[src/scrp_pkg.sv]
`default_nettype none

package scrp_pkg;

    // Event codes carried on the operation field.
    localparam logic [2:0] OP_RESET     = 3'd0;
    localparam logic [2:0] OP_WAKE      = 3'd1;
    localparam logic [2:0] OP_PLAN      = 3'd2;
    localparam logic [2:0] OP_SETUP_END = 3'd3;
    localparam logic [2:0] OP_PARK_END  = 3'd4;

    // Probe results.
    localparam logic [1:0] PROBE_ABSENT  = 2'd0;
    localparam logic [1:0] PROBE_READY   = 2'd1;
    localparam logic [1:0] PROBE_IDLE    = 2'd2;
    localparam logic [1:0] PROBE_UNSETUP = 2'd3;

    // Action codes carried on the action field.
    localparam logic [2:0] ACT_SKIP      = 3'd0;
    localparam logic [2:0] ACT_PROBE     = 3'd1;
    localparam logic [2:0] ACT_READ      = 3'd2;
    localparam logic [2:0] ACT_CONFIGURE = 3'd3;
    localparam logic [2:0] ACT_SUSPEND   = 3'd4;
    localparam logic [2:0] ACT_NONE      = 3'd5;

    // Configuration register indexes.
    localparam logic CFG_MAX_CONFIG_TRIES = 1'b0;
    localparam logic CFG_MAX_PARK_TRIES   = 1'b1;

    localparam logic [3:0] TRIES_RESET = 4'd3;

    typedef struct packed {
        logic       abandoned;
        logic       park_pending;
        logic       setup_unfinished;
        logic [3:0] park_tries_used;
        logic [3:0] setup_tries_used;
    } policy_state_t;

endpackage

`default_nettype wire

[src/scrp_policy.sv]
`default_nettype none

// Next-state and action decision for one event.
module scrp_policy
(
    input  wire logic [2:0]            operation,
    input  wire logic [1:0]            probe_status,
    input  wire logic                  succeeded,
    input  wire logic [3:0]            max_config_tries,
    input  wire logic [3:0]            max_park_tries,
    input  wire scrp_pkg::policy_state_t cur,
    output scrp_pkg::policy_state_t    nxt,
    output logic [2:0]                 action
);

    logic       park_room;
    logic       setup_room;
    logic [3:0] park_inc;
    logic [3:0] setup_inc;

    assign park_room  = cur.park_tries_used < max_park_tries;
    assign setup_room = cur.setup_tries_used < max_config_tries;
    assign park_inc   = cur.park_tries_used + 4'd1;
    assign setup_inc  = cur.setup_tries_used + 4'd1;

    always_comb
    begin
        nxt    = cur;
        action = scrp_pkg::ACT_NONE;
        case (operation)
            scrp_pkg::OP_RESET:
            begin
                nxt = '0;
            end
            scrp_pkg::OP_WAKE:
            begin
                if (!cur.abandoned)
                begin
                    action = scrp_pkg::ACT_PROBE;
                end
                else if (cur.park_pending && park_room)
                begin
                    nxt.park_tries_used = park_inc;
                    action              = scrp_pkg::ACT_SUSPEND;
                end
                else
                begin
                    nxt.park_pending = 1'b0;
                    action           = scrp_pkg::ACT_SKIP;
                end
            end
            scrp_pkg::OP_PLAN:
            begin
                if (cur.abandoned || probe_status == scrp_pkg::PROBE_ABSENT)
                begin
                    action = scrp_pkg::ACT_SKIP;
                end
                else if (probe_status == scrp_pkg::PROBE_READY && !cur.setup_unfinished)
                begin
                    nxt.setup_tries_used = 4'd0;
                    action               = scrp_pkg::ACT_READ;
                end
                else if (setup_room)
                begin
                    nxt.setup_tries_used = setup_inc;
                    nxt.setup_unfinished = 1'b1;
                    action               = scrp_pkg::ACT_CONFIGURE;
                end
                else
                begin
                    // Budget spent: give up and ask for a park straight away if the park budget allows.
                    nxt.abandoned = 1'b1;
                    if (park_room)
                    begin
                        nxt.park_pending    = 1'b1;
                        nxt.park_tries_used = park_inc;
                        action              = scrp_pkg::ACT_SUSPEND;
                    end
                    else
                    begin
                        nxt.park_pending = 1'b0;
                        action           = scrp_pkg::ACT_SKIP;
                    end
                end
            end
            scrp_pkg::OP_SETUP_END:
            begin
                if (succeeded)
                begin
                    nxt.setup_unfinished = 1'b0;
                    action               = scrp_pkg::ACT_READ;
                end
                else if (!setup_room)
                begin
                    nxt.abandoned = 1'b1;
                    if (park_room)
                    begin
                        nxt.park_pending    = 1'b1;
                        nxt.park_tries_used = park_inc;
                        action              = scrp_pkg::ACT_SUSPEND;
                    end
                    else
                    begin
                        nxt.park_pending = 1'b0;
                        action           = scrp_pkg::ACT_SKIP;
                    end
                end
                else
                begin
                    action = scrp_pkg::ACT_SKIP;
                end
            end
            scrp_pkg::OP_PARK_END:
            begin
                if (succeeded)
                begin
                    nxt.park_pending = 1'b0;
                end
            end
            default:
            begin
                nxt = cur;
            end
        endcase
    end

endmodule

`default_nettype wire

[src/sensor_config_retry_policy.sv]
`default_nettype none

// Channel   Handshake               Payload
// in        in_valid / in_ready     operation[2:0], probe_status[1:0], succeeded
// out       out_valid / out_ready   action[2:0]
// cfg       cfg_valid / cfg_ready   cfg_index[0], cfg_data[3:0]
//
// Each item waits in the input register, where it is decided by
// combinational logic, and its action lands in the result register as the
// policy state updates. One item per cycle is sustained while results are
// taken; the result is offered from the result register. The policy state
// is the only loop and it closes within the decision cycle.
// Reset clears the policy state and the valid flags and loads both limits
// with three. A stalled result holds the decision stage, which in turn stops
// the input side; the configuration port is always ready.
module sensor_config_retry_policy
(
    input  wire logic       clk,
    input  wire logic       rst_n,

    input  wire logic       in_valid,
    output logic            in_ready,
    input  wire logic [2:0] operation,
    input  wire logic [1:0] probe_status,
    input  wire logic       succeeded,

    output logic            out_valid,
    input  wire logic       out_ready,
    output logic [2:0]      action,

    input  wire logic       cfg_valid,
    output logic            cfg_ready,
    input  wire logic       cfg_index,
    input  wire logic [3:0] cfg_data
);

    // Input register holding the item waiting for a decision.
    logic       s1_valid_reg;
    logic       s1_valid_next;
    logic [2:0] s1_op_reg;
    logic [1:0] s1_probe_reg;
    logic       s1_ok_reg;

    // Result register.
    logic       out_valid_reg;
    logic       out_valid_next;
    logic [2:0] action_reg;

    // Limits written through the configuration port.
    logic [3:0] max_config_tries_reg;
    logic [3:0] max_park_tries_reg;

    scrp_pkg::policy_state_t state_reg;
    scrp_pkg::policy_state_t state_next;
    logic [2:0]              action_next;

    logic in_fire;
    logic advance;

    // The decision stage moves whenever the result register is free or is
    // being emptied in the same cycle.
    assign advance   = s1_valid_reg && (!out_valid_reg || out_ready);
    assign in_ready  = !s1_valid_reg || advance;
    assign in_fire   = in_valid && in_ready;
    assign cfg_ready = 1'b1;

    assign out_valid = out_valid_reg;
    assign action    = action_reg;

    always_comb
    begin
        if (in_fire)
        begin
            s1_valid_next = 1'b1;
        end
        else if (advance)
        begin
            s1_valid_next = 1'b0;
        end
        else
        begin
            s1_valid_next = s1_valid_reg;
        end

        if (advance)
        begin
            out_valid_next = 1'b1;
        end
        else if (out_ready)
        begin
            out_valid_next = 1'b0;
        end
        else
        begin
            out_valid_next = out_valid_reg;
        end
    end

    scrp_policy u_policy
    (
        .operation        (s1_op_reg),
        .probe_status     (s1_probe_reg),
        .succeeded        (s1_ok_reg),
        .max_config_tries (max_config_tries_reg),
        .max_park_tries   (max_park_tries_reg),
        .cur              (state_reg),
        .nxt              (state_next),
        .action           (action_next)
    );

    always_ff @(posedge clk or negedge rst_n)
    begin
        if (!rst_n)
        begin
            s1_valid_reg         <= 1'b0;
            out_valid_reg        <= 1'b0;
            state_reg            <= '0;
            max_config_tries_reg <= scrp_pkg::TRIES_RESET;
            max_park_tries_reg   <= scrp_pkg::TRIES_RESET;
        end
        else
        begin
            s1_valid_reg  <= s1_valid_next;
            out_valid_reg <= out_valid_next;
            if (advance)
            begin
                state_reg <= state_next;
            end
            if (cfg_valid)
            begin
                case (cfg_index)
                    scrp_pkg::CFG_MAX_CONFIG_TRIES: max_config_tries_reg <= cfg_data;
                    scrp_pkg::CFG_MAX_PARK_TRIES:   max_park_tries_reg   <= cfg_data;
                    default:                        max_park_tries_reg   <= max_park_tries_reg;
                endcase
            end
        end
    end

    // Payload registers carry no reset.
    always_ff @(posedge clk)
    begin
        if (in_fire)
        begin
            s1_op_reg    <= operation;
            s1_probe_reg <= probe_status;
            s1_ok_reg    <= succeeded;
        end
        if (advance)
        begin
            action_reg <= action_next;
        end
    end

    // A reset event leaves the whole policy state cleared.
    assert property (@(posedge clk) disable iff (!rst_n)
        advance && s1_op_reg == scrp_pkg::OP_RESET |=> state_reg == '0)
        else $error("policy state not cleared by a reset event");

    // Once given up, the block stays given up until a reset event.
    assert property (@(posedge clk) disable iff (!rst_n)
        state_reg.abandoned && !(advance && s1_op_reg == scrp_pkg::OP_RESET)
        |=> state_reg.abandoned)
        else $error("abandoned flag dropped without a reset event");

    // The configure counter steps by one at most, or returns to zero.
    assert property (@(posedge clk) disable iff (!rst_n)
        advance |=> state_reg.setup_tries_used == $past(state_reg.setup_tries_used)
                 || state_reg.setup_tries_used == $past(state_reg.setup_tries_used) + 4'd1
                 || state_reg.setup_tries_used == 4'd0)
        else $error("configure counter moved by more than one");

    // A suspend action is only ever offered for a sensor that has been given up.
    assert property (@(posedge clk) disable iff (!rst_n)
        out_valid_reg && action_reg == scrp_pkg::ACT_SUSPEND |-> state_reg.abandoned)
        else $error("suspend offered while the sensor is not given up");

    // A held result with a full input register blocks new items.
    assert property (@(posedge clk) disable iff (!rst_n)
        s1_valid_reg && out_valid_reg && !out_ready |-> !in_ready)
        else $error("input accepted while the decision stage is blocked");

endmodule

`default_nettype wire

[config.mk]
export PLATFORM = sky130hd
export DESIGN_NAME = sensor_config_retry_policy
export DESIGN_NICKNAME = d
export VERILOG_FILES = /design/src/scrp_pkg.sv /design/src/scrp_policy.sv /design/src/sensor_config_retry_policy.sv
export SDC_FILE = /design/constraint.sdc
export NUM_CORES = 1
export LEC_CHECK = 0
export BUFFER_PORTS_ARGS = -buffer_cell sky130_fd_sc_hd__buf_2
export CORE_MARGIN = 4
export CORE_UTILIZATION = 33
export CTS_CLUSTER_DIAMETER = 120
export DETAILED_ROUTE_END_ITERATION = 8
export PLACE_DENSITY = 0.55
export SLEW_MARGIN = 20
export SYNTH_ARGS = -nofsm -noshare
export SYNTH_HDL_FRONTEND = slang
export SYNTH_SLANG_ARGS = --single-unit
[constraint.sdc]
create_clock -name clk -period 2.1 [get_ports clk]
set_input_delay 0.105 -clock clk [delete_from_list [all_inputs] [get_ports clk]]
set_output_delay 0.105 -clock clk [all_outputs]
set_load 0.005 [all_outputs]
==> impl_metrics.json, run 1 <==
{
  "vias": 1360,
  "maxSlewHeadroom_pct": 64.8,
  "ctsHtreeMaxLevel": 2,
  "ys_seq_elements": 30,
  "finalNonFillerCells": 280,
  "synth_largest_area_cell": "dfrtp_1",
  "drv_cap": 0,
  "p_per_area_mw_per_mm2": 802,
  "via_per_inst": 4.86,
  "leakage_nw": 0.937,
  "cts_made_buffers": 5,
  "clock_sinks": 30,
  "ant_nets": 0,
  "mostFrequentLayoutCells": "buf_2 (20), dfrtp_1 (17), buf_4 (17)",
  "grt_antenna_before_repair": 0,
  "overflow": 0,
  "setup_viol": 0,
  "clkTransAtPathRegs_ps": 70,
  "post-route-util_pct": 43.6,
  "drc": 0,
  "skew_ps": 8.09,
  "path_class": "flop to flop",
  "post_drt_wl_per_cell_um": 13.0,
  "dpl.cell_count": 260,
  "drt-total-wl_mm": 3.63,
  "synth_edf_count": 9,
  "synth.area.top_cells": "dfrtp_1 (24%), edfxtp_1 (15%), dfstp_2 (6.0%)",
  "worst_setup_path_end_kind": "flop",
  "nets": 233,
  "row_count": 26,
  "largest_reg_flops": 11,
  "hpwl_mm": 2.71,
  "synthArstFlopShare_pct": 70.0,
  "ys_warn_count": 0,
  "drive_gt1_share_pct": 34.3,
  "gp_congestion": 0.855,
  "die_w_um": 80.8,
  "startpoint_type": "flop",
  "die_h_um": 80.8,
  "fmax_mhz": 489,
  "path_cells": "inv_2, ha_4, a2111o_1, buf_4, nand3b_1, o211a_4, mux2_4",
  "worst_pin_slew_ps": 526,
  "grt_max_degree": 22,
  "die_area_mm2": 0.00653,
  "grt.total_usage_pct": 12.6,
  "rsz0062_at_grt": "false",
  "final.period_utilization_pct": 97.3,
  "firstDrtPassIters": 4,
  "syn_nets": 186,
  "syn-cell-area_mm2": 0.00175,
  "cts-root-buf": "clkbuf_8",
  "synth_top_area_share_pct": 24.3,
  "grt_pass1_wl_mm": 6.27,
  "post_synth.cell_area_avg_um2": 10.8,
  "vdd_drop_max_v": 0.000271,
  "critical_path_required_ps": 2270,
  "period_needed_ps": 2040,
  "status": "finished clean",
  "slew_viol_final": 0,
  "nFillCells": 505,
  "syn_inst": 162,
  "start_util_pct": 34.2,
  "hold_class": "input port to flop",
  "crit_path_max_incr_delay_ps": 540,
  "diodes": 0,
  "path_max_fanout": 3,
  "mostFrequentLayoutCell": "buf_2",
  "area_growth_syn_to_layout_pct": 27.3,
  "hold_viol_final": 0,
  "cts_tree": "yes",
  "crit_arrival_ps": 2220,
  "crit_slowest_cell": "dfstp_2",
  "yosysSeqAreaShare_pct": 45.8,
  "pin_count": 22,
  "synth_ff_type": "dfrtp_1",
  "drt_iter0_markers": 104,
  "synth_cell_types": 46,
  "core_area_mm2": 0.00511,
  "clockBufferDepth": 2,
  "clk_latency_ps": 280,
  "port-buffer-count": 20,
  "grt_pass1_vias": 1357
}
[per-stage QoR]
| stage | setup TNS, ps | setup slack [ps] | instance area (um2) | hold WS [ps] | power (W) |
|---|---|---|---|---|---|
| 6_report | 0 | 56.6 | 2230 | 22.2 | 0.00179 |
| 5_1_grt | 0 | 6.00 | 2230 | 34.7 | 0.00191 |
| 4_1_cts | -27.2 | -27.2 | 2210 | 14.4 | 0.00180 |
| 3_5_place_dp | -37.1 | -37.1 | 1990 | 102 | 0.00124 |
| 3_3_place_gp | -7.16 | -7.16 | 1990 | 103 | 0.00124 |
| 2_1_floorplan | -49.9 | -49.9 | 1750 | -191 | 0.00109 |
[cell type report]
class	instances	area (um2)	share of cell area [%]
Tap cell	70	87.6	3.93
Timing Repair Buffer	44	298	13.4
Multi-Input combinational cell	118	912	41.0
Sequential cell	30	801	36.0
Inverter	10	37.5	1.69
Clock inverter	2	7.51	0.337
Clock buffer	6	82.6	3.71
[power breakdown]
group          total, W  switching [W]  internal [W]
clock          0.000473       0.000216      0.000257
combinational  0.000529       0.000253      0.000276
sequential     0.000784      0.0000802      0.000704
[cell usage after synthesis (2+ instances only)]
cell,count
nand3b_1,3
mux2i_1,2
mux2_2,6
nor3_1,3
edfxtp_1,9
dfrtp_1,17
nor2b_1,4
or3_1,2
a2111oi_4,2
nand3_1,3
o221ai_1,3
o21ai_0,10
nand2b_1,8
inv_1,10
dfstp_2,4
buf_6,2
nand2_1,13
ha_1,8
or2_2,4
o2111ai_1,2
o211ai_1,4
and3_1,2
a31oi_1,2
nor2_1,10
a21oi_1,8
[metal layers]
metal | share of wire [%] | wire length [um] | track usage, % | vias to the layer above
met3 | 4.4 | 161 | 2.66 | 9
met1 | 48 | 1730 | 17.5 | 630
met5 | 0 | 0 | 0 | -
met2 | 46 | 1650 | 18.5 | 34
li1 | - | - | - | 687
met4 | 2.4 | 86 | 6.59 | 0
[critical path, delay by kind of cell (launching register included)]
family	cells	cell delay, ps
adder cells (fa/ha/maj)	1	200
AO/OA/AOI/OAI	2	580
flip-flops	1	540
AND/OR/NAND/NOR	1	130
multiplexers	1	290
buffers and inverters	2	190
[final timing paths]
check / cells after the start / start / slack, ps / end
max: 7 / max_park_tries_reg[1]$_DFFE_PN1P_ / 60 / state_reg[4]$_DFFE_PN0P_
min reg2reg: 1 / s1_valid_reg$_DFFE_PN0P_ / 500 / out_valid$_DFFE_PN0P_
max reg2reg: 7 / max_park_tries_reg[1]$_DFFE_PN1P_ / 60 / state_reg[4]$_DFFE_PN0P_
min in group asynchronous: 2 / rst_n / 310 / max_park_tries_reg[3]$_DFFE_PN0P_
min: 2 / in_valid / 20 / s1_valid_reg$_DFFE_PN0P_
max in group asynchronous: 2 / rst_n / 1430 / max_config_tries_reg[1]$_DFFE_PN1P_
[timing repair]
item	in CTS	in global routing
hold endpoints to repair	23	0
hold buffers	7	0
setup endpoints to repair	2	9
buffers inserted	4	1
pin swaps	5	5
gates resized for setup	4	3
[logic make-up after synthesis]
logic type | after synthesis | share of synthesized area (%)
mux | 8 | 5.01
other cells | 1 | 0.214
compound gates | 43 | 20.7
xor+xnor | 1 | 0.501
simple gates | 57 | 17.9
flops | 30 | 45.8
buf+inv | 14 | 4.15
fa+ha+maj | 8 | 5.72
Power figures use the tool's default switching activity.
==> run 2, diff against run 1 <==
--- a/config.mk
+++ b/config.mk
@@ -7,10 +7,10 @@
 export LEC_CHECK = 0
 export BUFFER_PORTS_ARGS = -buffer_cell sky130_fd_sc_hd__buf_2
 export CORE_MARGIN = 4
-export CORE_UTILIZATION = 33
+export CORE_UTILIZATION = 40
 export CTS_CLUSTER_DIAMETER = 120
 export DETAILED_ROUTE_END_ITERATION = 8
-export PLACE_DENSITY = 0.55
+export PLACE_DENSITY = 0.64
 export SLEW_MARGIN = 20
 export SYNTH_ARGS = -nofsm -noshare
 export SYNTH_HDL_FRONTEND = slang
==> impl_metrics.json, run 2 (same netlist as run 1, synthesis figures left out) <==
{
  "vias": 1399,
  "p_per_area_mw_per_mm2": 818,
  "critical_path_required_ps": 2270,
  "path_class": "flop to flop",
  "cts_tree": "yes",
  "path_max_fanout": 2,
  "swShare_pct": 31.0,
  "nFillCells": 351,
  "p_clk_share_pct": 27.0,
  "post-place-ws_ps": -45.6,
  "regArea_um2": 801,
  "via_per_inst": 5.42,
  "clkTransAtPathRegs_ps": 70,
  "crit_arrival_ps": 2270,
  "gp_congestion": 0.925,
  "crit_slowest_cell": "dfstp_2",
  "drt_iter0_markers": 90,
  "cts_made_buffers": 5,
  "p_sw_w": 0.000557,
  "p_comb_share_pct": 28.4,
  "path_cells": "inv_2, ha_4, a2111o_1, a211oi_2, o211a_4, mux2_4",
  "grt_pass1_vias": 1381,
  "firstDrtPassIters": 4,
  "setup_viol": 0,
  "vdd_drop_max_v": 0.000364,
  "post-route-util_pct": 53.3,
  "nets": 231,
  "worst_setup_path_end_kind": "flop",
  "grt_pass1_wl_mm": 6.38,
  "row_count": 23,
  "crit_buf_inv": 1,
  "p_int_w": 0.00124,
  "drt-total-wl_mm": 3.77,
  "crit_family": "compound AO/OA/AOI/OAI gates",
  "slew_viol_final": 0,
  "pin_count": 22,
  "ctsHtreeMaxLevel": 2,
  "final.period_utilization_pct": 100,
  "grt_antenna_before_repair": 0,
  "rsz0062_at_grt": "true",
  "multi_input_area_um2": 916,
  "grt.total_usage_pct": 15.4,
  "skew_ps": 5.30,
  "diodes": 0,
  "pwr-share-seq_pct": 44.6,
  "die_h_um": 74.1,
  "hpwl_mm": 2.86,
  "worst_slack_ps": 0.442,
  "overflow": 0,
  "status": "finished clean",
  "hold_class": "input port to flop",
  "area_growth_syn_to_layout_pct": 25.3,
  "die_area_mm2": 0.00550,
  "leakage_nw": 0.929,
  "largest_reg_flops": 11,
  "port-buffer-count": 20,
  "drive_gt1_share_pct": 35.6,
  "hold_ws_ps": 12.3,
  "drc": 0,
  "grt_max_degree": 22,
  "clock_sinks": 30,
  "mostFrequentLayoutCells": "buf_2 (20), dfrtp_1 (17), buf_4 (15)",
  "die_w_um": 74.1,
  "mostFrequentLayoutCell": "buf_2",
  "crit_path_max_incr_delay_ps": 540,
  "clk_latency_ps": 290,
  "cts-root-buf": "clkbuf_8",
  "start_util_pct": 42.5,
  "hold_viol_final": 0,
  "clockBufferDepth": 2,
  "period_needed_ps": 2100,
  "startpoint_type": "flop",
  "fmax_mhz": 476,
  "ant_nets": 0,
  "post_drt_wl_per_cell_um": 14.6,
  "drv_cap": 0,
  "core_area_mm2": 0.00412
}
==> run 2: layout make-up <==
class	count	share of cell area, %
Multi-Input combinational cell	118	41.8
Sequential cell	30	36.5
Clock inverter	1	0.228
Timing Repair Buffer	42	13.0
Clock buffer	7	3.94
Tap cell	50	2.85
Inverter	10	1.71
==> run 2: what timing repair did <==
| action | 4_1_cts | 5_1_grt |
|---|---|---|
| endpoints found under the hold margin | 22 | 0 |
| pin swaps | 0 | 3 |
| hold buffers | 6 | 0 |
| gates resized for setup | 3 | 6 |
| endpoints found under the setup margin | 1 | 5 |
| buffers inserted | 1 | 1 |
==> run 2: routing by layer <==
layer	part of all wire [%]	up-vias	GRT usage, %
li1	-	686	-
met5	0	-	0
met1	44	665	19.5
met4	2.1	0	8.05
met2	48	42	24.1
met3	5.4	6	4.05
==> run 2: path summary, 6_finish.rpt <==
check                                                  startpoint                                   to  slack (ps)  cells after the start
worst max-delay path            max_park_tries_reg[1]$_DFFE_PN1P_             state_reg[4]$_DFFE_PN0P_         0.4                      6
worst min-delay path                                 operation[0]               s1_op_reg[0]$_DFFE_PP_          10                      1
worst max register to register  max_park_tries_reg[1]$_DFFE_PN1P_             state_reg[4]$_DFFE_PN0P_         0.4                      6
worst min register to register           s1_valid_reg$_DFFE_PN0P_                out_valid$_DFFE_PN0P_         510                      1
max in group asynchronous                                   rst_n  max_config_tries_reg[1]$_DFFE_PN1P_        1440                      2
min in group asynchronous                                   rst_n             state_reg[6]$_DFFE_PN0P_         300                      2
==> run 2: power by group through the flow <==
stage	clock network (W)	registers (W)	logic, W
after floorplan	0	0.000776	0.000314
after global placement	0	0.000798	0.000442
after detailed placement	0	0.000802	0.000460
after CTS	0.000505	0.000795	0.000487
after global routing	0.000525	0.000815	0.000570
final	0.000484	0.000799	0.000509
==> run 2: stage by stage <==
step	cell area [um2]	total power [W]	TNS [ps]	cells
final	2190	0.00179	0	258
after global routing	2190	0.00191	-71.0	258
after CTS	2160	0.00179	0	257
after detailed placement	1980	0.00126	-45.6	242
after global placement	1980	0.00124	0	242
after floorplan	1750	0.00109	-49.9	162
==> run 3, diff against run 2 <==
--- a/config.mk
+++ b/config.mk
@@ -8,6 +8,7 @@
 export BUFFER_PORTS_ARGS = -buffer_cell sky130_fd_sc_hd__buf_2
 export CORE_MARGIN = 4
 export CORE_UTILIZATION = 40
+export CTS_BUF_LIST = sky130_fd_sc_hd__clkbuf_8 sky130_fd_sc_hd__clkbuf_16
 export CTS_CLUSTER_DIAMETER = 120
 export DETAILED_ROUTE_END_ITERATION = 8
 export PLACE_DENSITY = 0.64
==> impl_metrics.json, run 3 (same netlist as run 1, synthesis figures left out) <==
{
  "grt.total_usage_pct": 15.4,
  "pwr-share-seq_pct": 44.6,
  "postPlaceCellArea_mm2": 0.00198,
  "finalInstanceArea_mm2": 0.00220,
  "drt-total-wl_mm": 3.81,
  "vias": 1405,
  "hold_viol_final": 0,
  "start_util_pct": 42.5,
  "firstDrtPassIters": 4,
  "hpwl_mm": 2.86,
  "path_max_fanout": 2,
  "grt_use_met1_pct": 19.5,
  "p_clk_share_pct": 26.9,
  "diodes": 0,
  "die_h_um": 74.1,
  "vdd_drop_max_v": 0.000363,
  "nFillCells": 353,
  "crit_start": "max_park_tries_reg[1]$_DFFE_PN1P_",
  "drive_gt1_share_pct": 35.4,
  "grt_pass1_vias": 1389,
  "port-buffer-count": 20,
  "regArea_um2": 801,
  "final.period_utilization_pct": 100,
  "ctsHtreeMaxLevel": 2,
  "die_w_um": 74.1,
  "p_sw_w": 0.000560,
  "fmax_mhz": 476,
  "top_usage_layer": "met2",
  "worst_setup_path_end_kind": "flop",
  "skew_ps": 5.26,
  "use_met3_pct": 4.19,
  "drc": 0,
  "p_comb_share_pct": 28.5,
  "clk_latency_ps": 290,
  "cts-root-buf": "clkbuf_8",
  "cts_made_buffers": 5,
  "ant_nets": 0,
  "core_area_mm2": 0.00412,
  "r2r_start": "max_park_tries_reg[1]$_DFFE_PN1P_",
  "setup_viol": 0,
  "row_count": 23,
  "hold_path_startpoint": "in_valid",
  "path_class": "flop to flop",
  "swShare_pct": 31.2,
  "p_per_area_mw_per_mm2": 814,
  "drv_cap": 0,
  "leakage_nw": 0.938,
  "use_met2_pct": 23.7,
  "period_needed_ps": 2100,
  "clkTransAtPathRegs_ps": 70,
  "drt_iter0_markers": 92,
  "post-place-ws_ps": -45.6,
  "clock_sinks": 30,
  "worst_slack_ps": 0.495,
  "largest_reg_flops": 11,
  "post_drt_wl_per_cell_um": 14.7,
  "nets": 232,
  "mostFrequentLayoutCells": "buf_2 (20), dfrtp_1 (17), buf_4 (15)",
  "clockBufferDepth": 2,
  "status": "finished clean",
  "grt_pass1_wl_mm": 6.40,
  "crit_arrival_ps": 2270,
  "grt_max_degree": 22,
  "rsz0062_at_grt": "true",
  "overflow": 0,
  "startpoint_type": "flop",
  "via_per_inst": 5.42,
  "area_growth_syn_to_layout_pct": 25.9,
  "gp_congestion": 0.925,
  "critical_path_required_ps": 2270,
  "grt_antenna_before_repair": 0,
  "pin_count": 22,
  "mostFrequentLayoutCell": "buf_2",
  "cts_tree": "yes",
  "hold_class": "input port to flop",
  "multi_input_area_um2": 916,
  "p_int_w": 0.00123,
  "slew_viol_final": 0,
  "die_area_mm2": 0.00550
}
run 3: changes by cell type in the layout (fill, tap and decap cells not counted):
cell	change
dlygate4sd3_1	+1
inv_1	+1
clkbuf_1	-1
run 3: path summary, 6_finish.rpt:
kind                       slack, ps  depth (start not counted)                             endpoint
max                              0.5                          6             state_reg[4]$_DFFE_PN0P_
min reg2reg                      510                          1                out_valid$_DFFE_PN0P_
max in group asynchronous       1440                          2  max_config_tries_reg[1]$_DFFE_PN1P_
max reg2reg                      0.5                          6             state_reg[4]$_DFFE_PN0P_
min                               20                          2             s1_valid_reg$_DFFE_PN0P_
min in group asynchronous        300                          2             state_reg[6]$_DFFE_PN0P_
run 3: metal layers:
metal / vias to the layer above / share of wire (%)
met2: 38 / 48
met5: - / 0
met4: 0 / 2.5
li1: 689 / -
met1: 670 / 45
met3: 8 / 4.2
run 3: final cells by class:
class | count | area share [%]
Multi-Input combinational cell | 118 | 41.6
Sequential cell | 30 | 36.4
Timing Repair Buffer | 43 | 13.4
Clock buffer | 6 | 3.75
Tap cell | 50 | 2.84
Inverter | 10 | 1.70
Clock inverter | 2 | 0.398
run 3: metrics by stage:
stage	hold WS [ps]	util, %	power, W	std cells	setup TNS [ps]
2_1_floorplan	-191	-	0.00109	162	-49.9
3_3_place_gp	90.8	48.2	0.00124	242	0
3_5_place_dp	91.0	48.2	0.00126	242	-45.6
4_1_cts	11.1	52.7	0.00178	258	0
5_1_grt	38.0	53.5	0.00191	259	-71.0
6_report	16.4	53.5	0.00179	259	0
run 3: power groups by stage:
stage	sequential, W	clock (W)	combinational [W]
2_1_floorplan	0.000776	0	0.000314
5_1_grt	0.000815	0.000521	0.000572
3_3_place_gp	0.000798	0	0.000442
3_5_place_dp	0.000802	0	0.000460
6_report	0.000800	0.000481	0.000511
4_1_cts	0.000795	0.000500	0.000489
run 3: repair_timing:
| action | in CTS | in global routing |
|---|---|---|
| gates resized for setup | 3 | 6 |
| setup buffers | 1 | 1 |
| setup endpoints to repair | 1 | 5 |
| hold endpoints to repair | 23 | 0 |
| hold buffers | 7 | 0 |
| pin swaps | 0 | 3 |
run 3: critical path, cell delays in order (launching register included):
cell,delay [ps]
dfstp_2,540
inv_2,40
ha_4,220
a2111o_1,390
a211oi_2,270
o211a_4,230
mux2_4,290
